File: config.mk
export PLATFORM = sky130hd
export DESIGN_NAME = flu_ctrl
export DESIGN_NICKNAME = d
export VERILOG_FILES = /design/src/rtl/flu_pkg.sv /design/src/rtl/flu_ctrl.sv
export VERILOG_INCLUDE_DIRS = /design/src /design/src/rtl
export SDC_FILE = /design/constraint.sdc
export NUM_CORES = 1
export LEC_CHECK = 0
export ABC_AREA = 1
export BUFFER_PORTS_ARGS = -buffer_cell sky130_fd_sc_hd__buf_4
export CAP_MARGIN = 5
export CORE_MARGIN = 2
export CORE_UTILIZATION = 50
export CTS_BUF_LIST = sky130_fd_sc_hd__clkbuf_4
export DETAILED_ROUTE_END_ITERATION = 16
export PLACE_DENSITY = 0.92
export SETUP_SLACK_MARGIN = 0.02
export SLEW_MARGIN = 20
export SYNTH_ARGS = -nofsm -noshare
export SYNTH_HDL_FRONTEND = slang
export SYNTH_SLANG_ARGS = --single-unit
File: constraint.sdc
create_clock -name clk_i -period 2.03 [get_ports clk_i]
set_input_delay 0.406 -clock clk_i [delete_from_list [all_inputs] [get_ports clk_i]]
set_output_delay 0.406 -clock clk_i [all_outputs]
set_load 0.02 [all_outputs]
File: src/rtl/finito_logistic_update_unit_assert.svh
// assertion macros shared by the finito logistic update unit rtl
// no dependencies; included inside module bodies
`ifndef FINITO_LOGISTIC_UPDATE_UNIT_ASSERT_SVH
`define FINITO_LOGISTIC_UPDATE_UNIT_ASSERT_SVH

// same-cycle implication, disabled during reset
`define FLU_ASSERT_IMP(lbl, clk, rstn, ante, cons) \
  lbl: assert property (@(posedge clk) disable iff (!rstn) (ante) |-> (cons)) \
    else $error("same-cycle implication check failed");

// next-cycle implication, disabled during reset
`define FLU_ASSERT_NXT(lbl, clk, rstn, ante, cons) \
  lbl: assert property (@(posedge clk) disable iff (!rstn) (ante) |=> (cons)) \
    else $error("next-cycle implication check failed");

`endif

File: src/rtl/flu_pkg.sv
// shared types, constants and helper functions of the finito logistic update unit
// no dependencies
package flu_pkg;

  // sizing
  localparam int unsigned MAX_SAMPLES  = 1024;
  localparam int unsigned MAX_FEATURES = 64;
  localparam int unsigned SIG_DEPTH    = 256;

  // field widths
  localparam int unsigned DATA_W = 32;
  localparam int unsigned MODE_W = 2;
  localparam int unsigned ROW_W  = 10;
  localparam int unsigned COL_W  = 6;
  localparam int unsigned GAIN_W = 31;
  localparam int unsigned SCNT_W = 11;
  localparam int unsigned FCNT_W = 7;
  localparam int unsigned APB_AW = 4;

  // derived widths
  localparam int unsigned FEAT_DEPTH = MAX_SAMPLES * MAX_FEATURES;
  localparam int unsigned FEAT_AW    = $clog2(FEAT_DEPTH);
  localparam int unsigned AVG_AW     = (MAX_FEATURES > 1) ? $clog2(MAX_FEATURES) : 1;
  localparam int unsigned LBL_AW     = $clog2(MAX_SAMPLES);
  localparam int unsigned CNT_W      = $clog2(MAX_FEATURES + 1);
  localparam int unsigned NCNT_W     = $clog2(MAX_SAMPLES + 1);
  localparam int unsigned SIG_W      = 17;
  localparam int unsigned SIG_IW     = $clog2(SIG_DEPTH);
  localparam int unsigned OPD_W      = 33;
  localparam int unsigned PROD_W     = 2 * OPD_W;
  localparam int unsigned SH_W       = PROD_W - 16;
  localparam int unsigned T1_W       = SH_W + 1;
  localparam int unsigned SCL_W      = 33 + SIG_IW + 1;

  // fixed point constants
  localparam longint ONE_Q16        = 65536;
  localparam longint RANGE_HALF_Q16 = 524288;
  localparam longint unsigned EXP_MINUS_ONE_Q32 = 64'd1580030169;

  typedef enum logic [MODE_W-1:0] {
    MODE_LOAD_FEAT  = 2'd0,
    MODE_LOAD_LABEL = 2'd1,
    MODE_UPDATE     = 2'd2,
    MODE_READ_AVG   = 2'd3
  } mode_e;

  typedef enum logic [1:0] {
    REG_STEP_SIZE     = 2'd0,
    REG_REG_WEIGHT    = 2'd1,
    REG_SAMPLE_COUNT  = 2'd2,
    REG_FEATURE_COUNT = 2'd3
  } reg_idx_e;

  typedef enum logic [2:0] {
    MUL_AVG_X,
    MUL_Y_DOT,
    MUL_G_Y,
    MUL_GY_X,
    MUL_REG_AVG,
    MUL_STEP_GRAD
  } mul_sel_e;

  typedef enum logic [4:0] {
    ST_CLEAR,
    ST_IDLE,
    ST_EXEC,
    ST_DOT_RD,
    ST_DOT_MUL,
    ST_DOT_ACC,
    ST_DOT_SAT,
    ST_MARGIN,
    ST_INDEX,
    ST_GY_MUL,
    ST_GY,
    ST_U_RD,
    ST_U_M1,
    ST_U_M2,
    ST_U_GRAD,
    ST_U_M3,
    ST_U_DELTA,
    ST_U_DSTART,
    ST_U_DIV,
    ST_U_WR,
    ST_RESP
  } state_e;

  typedef struct packed {
    logic [GAIN_W-1:0] step_size;
    logic [GAIN_W-1:0] reg_weight;
    logic [SCNT_W-1:0] sample_count;
    logic [FCNT_W-1:0] feature_count;
  } cfg_t;

  typedef struct packed {
    logic     accept;
    logic     clr_step;
    logic     feat_we;
    logic     label_we;
    logic     rd_item;
    logic     rd_coord;
    logic     rd_label;
    logic     acc_clr;
    logic     acc_en;
    logic     cnt_clr;
    logic     cnt_inc;
    mul_sel_e mul_sel;
    logic     prod_en;
    logic     dot_en;
    logic     idx_en;
    logic     gy_en;
    logic     t1_en;
    logic     grad_en;
    logic     delta_en;
    logic     div_start;
    logic     upd_we;
    logic     res_load;
  } cmd_t;

  typedef struct packed {
    mode_e mode;
    logic  item_ok;
    logic  nf_zero;
    logic  coord_last;
    logic  clr_last;
    logic  div_done;
    logic  out_free;
  } stat_t;

  typedef logic [SIG_DEPTH-1:0][SIG_W-1:0] sig_table_t;

  // clamp to signed 32 bits
  function automatic logic signed [31:0] sat32(logic signed [63:0] v);
    logic signed [31:0] r;
    if (v > 64'sh0000_0000_7FFF_FFFF) begin
      r = 32'sh7FFF_FFFF;
    end else if (v < -64'sh0000_0000_8000_0000) begin
      r = -32'sh8000_0000;
    end else begin
      r = v[31:0];
    end
    return r;
  endfunction

  // unsigned shift-subtract quotient, only used while building the table
  function automatic longint unsigned udiv64(longint unsigned num, longint unsigned den);
    longint unsigned q;
    longint unsigned rem;
    q   = '0;
    rem = '0;
    for (int k = 63; k >= 0; k--) begin
      rem = {rem[62:0], num[k]};
      if (rem >= den) begin
        rem  = rem - den;
        q[k] = 1'b1;
      end
    end
    return q;
  endfunction

  // e^(-a) in q0.32 for q16.16 a below 16, taylor series
  function automatic longint unsigned exp_neg_q32(longint a);
    longint whole;
    longint unsigned frac;
    longint unsigned term;
    longint sum;
    longint unsigned r;
    whole = a >>> 16;
    frac  = longint'(a & 64'hFFFF);
    term  = 64'd1 << 32;
    sum   = longint'(term);
    for (int i = 1; i <= 12; i++) begin
      term = udiv64((term * frac) >> 16, longint'(i));
      if ((i % 2) == 1) begin
        sum = sum - longint'(term);
      end else begin
        sum = sum + longint'(term);
      end
    end
    r = longint'(sum);
    for (int j = 0; j < 16; j++) begin
      if (longint'(j) < whole) begin
        r = (r * EXP_MINUS_ONE_Q32) >> 32;
      end
    end
    return r;
  endfunction

  // rounded 1/(1+e) in q16.16 with e in q0.32
  function automatic longint unsigned recip_one_plus(longint unsigned r);
    longint unsigned den;
    den = (64'd1 << 32) + r;
    return udiv64((64'd1 << 48) + (den >> 1), den);
  endfunction

  // logistic table over cell midpoints of [-8, 8]
  function automatic sig_table_t build_sig_table();
    sig_table_t tbl;
    longint u;
    for (int k = 0; k < SIG_DEPTH; k++) begin
      u = ((2 * longint'(k) + 1) * RANGE_HALF_Q16) / SIG_DEPTH - RANGE_HALF_Q16;
      if (u <= 0) begin
        tbl[k] = SIG_W'(recip_one_plus(exp_neg_q32(-u)));
      end else begin
        tbl[k] = SIG_W'(ONE_Q16 - longint'(recip_one_plus(exp_neg_q32(u))));
      end
    end
    return tbl;
  endfunction

  localparam sig_table_t SIG_TABLE = build_sig_table();

endpackage

File: src/rtl/flu_ctrl.sv
// controller: sequences clearing, loads, reads and the two update passes
// depends on flu_pkg and the assertion macro header
module flu_ctrl (
  input  logic           clk_i,
  input  logic           rst_ni,
  input  logic           in_valid_i,
  output logic           in_ready_o,
  input  flu_pkg::stat_t stat_i,
  output flu_pkg::cmd_t  cmd_o
);
  import flu_pkg::*;
  `include "finito_logistic_update_unit_assert.svh"

  state_e state_q, state_d;

  // state register
  always_ff @(posedge clk_i or negedge rst_ni) begin
    if (!rst_ni) begin
      state_q <= ST_CLEAR;
    end else begin
      state_q <= state_d;
    end
  end

  // next state and commands
  always_comb begin
    state_d       = state_q;
    cmd_o         = '0;
    cmd_o.mul_sel = MUL_AVG_X;
    in_ready_o    = 1'b0;
    unique case (state_q)
      ST_CLEAR: begin
        cmd_o.clr_step = 1'b1;
        if (stat_i.clr_last) begin
          state_d = ST_IDLE;
        end
      end
      ST_IDLE: begin
        in_ready_o = 1'b1;
        if (in_valid_i) begin
          cmd_o.accept = 1'b1;
          state_d      = ST_EXEC;
        end
      end
      ST_EXEC: begin
        if (!stat_i.item_ok) begin
          state_d = ST_RESP;
        end else begin
          unique case (stat_i.mode)
            MODE_LOAD_FEAT: begin
              cmd_o.feat_we = 1'b1;
              state_d       = ST_RESP;
            end
            MODE_LOAD_LABEL: begin
              cmd_o.label_we = 1'b1;
              state_d        = ST_RESP;
            end
            MODE_READ_AVG: begin
              cmd_o.rd_item = 1'b1;
              state_d       = ST_RESP;
            end
            MODE_UPDATE: begin
              cmd_o.rd_label = 1'b1;
              cmd_o.acc_clr  = 1'b1;
              cmd_o.cnt_clr  = 1'b1;
              state_d        = stat_i.nf_zero ? ST_DOT_SAT : ST_DOT_RD;
            end
            default: state_d = ST_RESP;
          endcase
        end
      end
      // first pass: dot product of average and sample
      ST_DOT_RD: begin
        cmd_o.rd_coord = 1'b1;
        state_d        = ST_DOT_MUL;
      end
      ST_DOT_MUL: begin
        cmd_o.mul_sel = MUL_AVG_X;
        cmd_o.prod_en = 1'b1;
        state_d       = ST_DOT_ACC;
      end
      ST_DOT_ACC: begin
        cmd_o.acc_en = 1'b1;
        if (stat_i.coord_last) begin
          state_d = ST_DOT_SAT;
        end else begin
          cmd_o.cnt_inc = 1'b1;
          state_d       = ST_DOT_RD;
        end
      end
      ST_DOT_SAT: begin
        cmd_o.dot_en = 1'b1;
        state_d      = stat_i.nf_zero ? ST_RESP : ST_MARGIN;
      end
      // logistic gain times label
      ST_MARGIN: begin
        cmd_o.mul_sel = MUL_Y_DOT;
        cmd_o.prod_en = 1'b1;
        state_d       = ST_INDEX;
      end
      ST_INDEX: begin
        cmd_o.idx_en = 1'b1;
        state_d      = ST_GY_MUL;
      end
      ST_GY_MUL: begin
        cmd_o.mul_sel = MUL_G_Y;
        cmd_o.prod_en = 1'b1;
        state_d       = ST_GY;
      end
      ST_GY: begin
        cmd_o.gy_en   = 1'b1;
        cmd_o.cnt_clr = 1'b1;
        state_d       = ST_U_RD;
      end
      // second pass: per-coordinate delta and writeback
      ST_U_RD: begin
        cmd_o.rd_coord = 1'b1;
        state_d        = ST_U_M1;
      end
      ST_U_M1: begin
        cmd_o.mul_sel = MUL_GY_X;
        cmd_o.prod_en = 1'b1;
        state_d       = ST_U_M2;
      end
      ST_U_M2: begin
        cmd_o.t1_en   = 1'b1;
        cmd_o.mul_sel = MUL_REG_AVG;
        cmd_o.prod_en = 1'b1;
        state_d       = ST_U_GRAD;
      end
      ST_U_GRAD: begin
        cmd_o.grad_en = 1'b1;
        state_d       = ST_U_M3;
      end
      ST_U_M3: begin
        cmd_o.mul_sel = MUL_STEP_GRAD;
        cmd_o.prod_en = 1'b1;
        state_d       = ST_U_DELTA;
      end
      ST_U_DELTA: begin
        cmd_o.delta_en = 1'b1;
        state_d        = ST_U_DSTART;
      end
      ST_U_DSTART: begin
        cmd_o.div_start = 1'b1;
        state_d         = ST_U_DIV;
      end
      ST_U_DIV: begin
        if (stat_i.div_done) begin
          state_d = ST_U_WR;
        end
      end
      ST_U_WR: begin
        cmd_o.upd_we = 1'b1;
        if (stat_i.coord_last) begin
          state_d = ST_RESP;
        end else begin
          cmd_o.cnt_inc = 1'b1;
          state_d       = ST_U_RD;
        end
      end
      // hand the result beat to the output register
      ST_RESP: begin
        if (stat_i.out_free) begin
          cmd_o.res_load = 1'b1;
          state_d        = ST_IDLE;
        end
      end
      default: state_d = ST_IDLE;
    endcase
  end

  // writeback only with a finished quotient
  `FLU_ASSERT_IMP(a_wr_after_div, clk_i, rst_ni, state_q == ST_U_WR, stat_i.div_done)
  // a pending result beat is never overwritten
  `FLU_ASSERT_IMP(a_res_slot_free, clk_i, rst_ni, cmd_o.res_load, stat_i.out_free)

endmodule

---- Yosys cells after proc, flatten, opt, wreduce, memory -nomap -nowiden ----
Cells that the tools add are included.
storage, ports and cells
  output and inout bits ................... 25
  word-level logic and storage cells ...... 75
  input bits .............................. 11
  bits in registers ....................... 5
cells by class
  muxes and demuxes ....................... 41
  reduce and logical (&&, ||, !) cells .... 6
  equality and inequality tests ........... 27
operators by type and width
  operator              number
  $pmux W5 S21          1
  $eq A5 B4 Y1 const B  8
  $mux W5               7
  $eq A5 B5 Y1 const B  5
  $pmux W4 S6           1
  $mux W1               23
  $eq A5 B3 Y1 const B  4
  $mux W3               4
  $eq A5 B2 Y1 const B  2
  $pmux W5 S2           1
  $ne A2 B2 Y1 const B  4
  $mux W2               3
  $eq A5 B1 Y1 const B  1
  $logic_not A5 Y1      1
  $eq A2 B2 Y1 const B  2
  $reduce_and A4 Y1     1
  $reduce_or A2 Y1      2
  $reduce_or A3 Y1      1
  $eq A2 B1 Y1 const B  1
  $logic_not A2 Y1      1
  $pmux W1 S2           1

---- Logic depth before layout (Yosys ltp) ----
  depth after elaboration ................. 5
  gate-level depth with buffers ........... 9
  gate-level depth less buffers ........... 9

---- Worst setup path before layout ----
No wires, ideal clock.
  kind .................................... register -> output
  from .................................... register state_q[4]
  to ...................................... output cmd_o[9] (netlist name)
  buffers on the path ..................... 1
  stages on the path, launching flop included .. 6
  data arrival time ....................... 1376 ps
  required time ........................... 1624 ps
  setup slack ............................. 248 ps
  path through ............................ dfrtp_1 buf_2 nor2_1 inv_1 nor2_1 nand3b_1
RTL lines
  element                 line            source
  from (decl)             flu_ctrl.sv:14  state_e state_q, state_d;
  from (signal assigned)  flu_ctrl.sv:21  state_q <= state_d;
  to (decl)               flu_ctrl.sv:9   output flu_pkg::cmd_t cmd_o

==> impl_metrics.ini <==
[logic_synthesis]
syn_area_um2 = 718
synth_area_leaders = dfrtp_1 17%, nand2_1 17%, nor2_1 10%, inv_1 8.9%, nand3_1 7.7%
ys_ff_latch = 5
synth.distinct_cells = 21
yosysTopAreaCell = dfrtp_1
synth.avg_cell_area_um2 = 5.44
yosysWarningCount = 0
seq_area_frac_synth_pct = 17.4
netlist_instances = 132
netlist.area_leader.share_pct = 17.4
synth_fp_nets = 143

[run_status]
status = complete, no violations

[drt]
first_iter_violations = 20
wl_per_cell_um = 12.1
avgViaCountPerCell = 5.16
first_pass_iters = 4
routed-via-count = 964
drc_errors = 0
ant_nets = 0
totalWireLength_mm = 2.26

[sta]
hold_ws_ps = 422
rsz0062_at_grt = no
setup_violations = 0
period_minus_slack_ps = 1920
post-route-period-util_pct = 94.5
slew_headroom_pct = 77.2
fin_ws_ps = 113
fmax_mhz = 522
fin_skew_ps = 4.50
slew_viol_final = 0
final_hold_viol_count = 0
worst_slew_pin_slew_ps = 341
setup_tns_ps = 0

[pwr]
power.density_nw_per_um2 = 1300
p_total_w = 0.00138
leakage_nw = 0.645
ir_drop_mv = 1.09

[finish]
layout.nets = 184
reg_top3 = state_q: 5 flops
layout_commonest_cell = buf_4
fill_cells = 109
diodes = 0
regMostFlops = state_q
final_cell_mix = 36 x buf_4, 32 x nand2_1, 18 x nor2_1
largest_reg_flops = 5
drive_above_1_share_pct = 40.1
syn_to_final_growth_pct = 48.4

[hold_path]
min_from = stat_i[3]
worstHoldPathCells = 3
min_path_type = input pin to flip-flop
min_to = state_q[2]

[clock_tree]
cts-root-buf = clkbuf_4
clock-sinks = 5
clockBufferDepth = 2
clk_latency_ps = 250
cts_tree = done
path_clk_slew_ps = 40
h-tree-depth = 1
numCtsBuffers = 3

[worst_setup_path]
critPathMaxFanout = 11
worst_setup_path_end_kind = primary output
critical_path_class = flip-flop to primary output
r2r-start = state_q[3]
reg2reg_to = state_q[0]
arrival_ps = 1510
r2r_cells = 9
reg2reg_slack_ps = 510
critPathLaunchType = flip-flop
cp.required_ps = 1620

[die]
start_util_pct = 54.5
ios = 36
die_h_um = 41.9
coreArea_um2 = 1320
chipWidth_um = 41.9
rows = 13
die_area_um2 = 1760

[placement]
hpwl_mm = 1.79
place_ws_ps = 265
io_buffer_count = 35
gp_congestion = 0.902

[grt]
grt_use_total_pct = 26.4
grt_remaining_overflow = 0
antenna_found_initial = 0
grt_max_degree = 12
grt_pass1_wl_mm = 3.70
grt_pass1_vias = 881

[job]
maxCapViolations = 0
==> metal layers <==
metal	track usage [%]	up-vias	share of wire, %
li1	-	498	-
met1	34.0	429	43
met2	45.6	35	51
met3	4.35	2	5.2
met4	5.81	0	0.84
met5	0	-	0
==> cells by family (layout without fill, tap and decap cells) <==
kind of cell / count (synthesis) / count (layout) / share of synthesized area (%)
compound gates: 10 / 10 / 7.32
buf+inv: 27 / 67 / 14.8
flops: 5 / 5 / 17.4
simple gates: 90 / 90 / 60.5
==> how the worst max path moves through the flow <==
stage | from | to | cells past startpoint
2_1_floorplan | state_q[4] | cmd_o[9] | 5
6_report | state_q[4] | cmd_o[9] | 6
3_5_place_dp | state_q[4] | cmd_o[9] | 6
3_3_place_gp | state_q[3] | cmd_o[9] | 6
4_1_cts | state_q[3] | cmd_o[9] | 6
5_1_grt | state_q[2] | cmd_o[9] | 6
==> power by group <==
part / leakage [nW] / switching, W / total [W] / internal (W)
sequential: 0.0595 / 0.000104 / 0.000254 / 0.000150
combinational: 0.567 / 0.000630 / 0.000998 / 0.000367
clock: 0.0184 / 0.0000413 / 0.000129 / 0.0000877
total: 0.645 / 0.000776 / 0.00138 / 0.000605
==> synthesized netlist by cell type <==
| cell | n |
|---|---|
| o21ai_0 | 3 |
| nor2_1 | 20 |
| buf_2 | 1 |
| buf_4 | 1 |
| nor2_2 | 7 |
| nand4_1 | 5 |
| nand3_1 | 11 |
| nand2_2 | 5 |
| inv_2 | 7 |
| nor3_1 | 5 |
| nor2_4 | 2 |
| dfrtp_1 | 5 |
| o21ai_1 | 3 |
| nand3b_1 | 1 |
| nand4_2 | 1 |
| a211oi_1 | 1 |
| nand2_1 | 32 |
| nor3_2 | 1 |
| a21oi_1 | 3 |
| inv_1 | 17 |
| clkinv_1 | 1 |
==> what timing repair did <==
| item | CTS | global route |
|---|---|---|
| hold buffers | 1 | 0 |
| gates resized for setup | 1 | 5 |
| hold endpoints to repair | 5 | 0 |
| pin swaps | 0 | 1 |
| buffers inserted | 0 | 2 |
| endpoints found under the setup margin | 2 | 6 |
==> layout make-up <==
class / count / area [um^2] / area share [%]
Tap cell: 15 / 18.8 / 1.76
Sequential cell: 5 / 129 / 12.1
Inverter: 25 / 96.3 / 9.04
Multi-Input combinational cell: 100 / 492 / 46.1
Timing Repair Buffer: 38 / 300 / 28.2
Clock buffer: 4 / 30.0 / 2.82
==> stage by stage <==
stage | cell area, um^2 | cells | util (%)
floorplan | 718 | 132 | -
global placement | 987 | 180 | 74.9
detailed placement | 987 | 180 | 74.9
CTS | 1030 | 185 | 78.1
global route | 1070 | 187 | 80.9
finish | 1070 | 187 | 80.9
==> worst max-delay path: stages, from the launching register on <==
cell,delay [ps]
dfrtp_2,520
inv_4,100
nand2_1,150
nor2_2,70
a21oi_1,170
nand3b_1,100
buf_4,160
No activity file was read; power rests on OpenSTA's default activity.
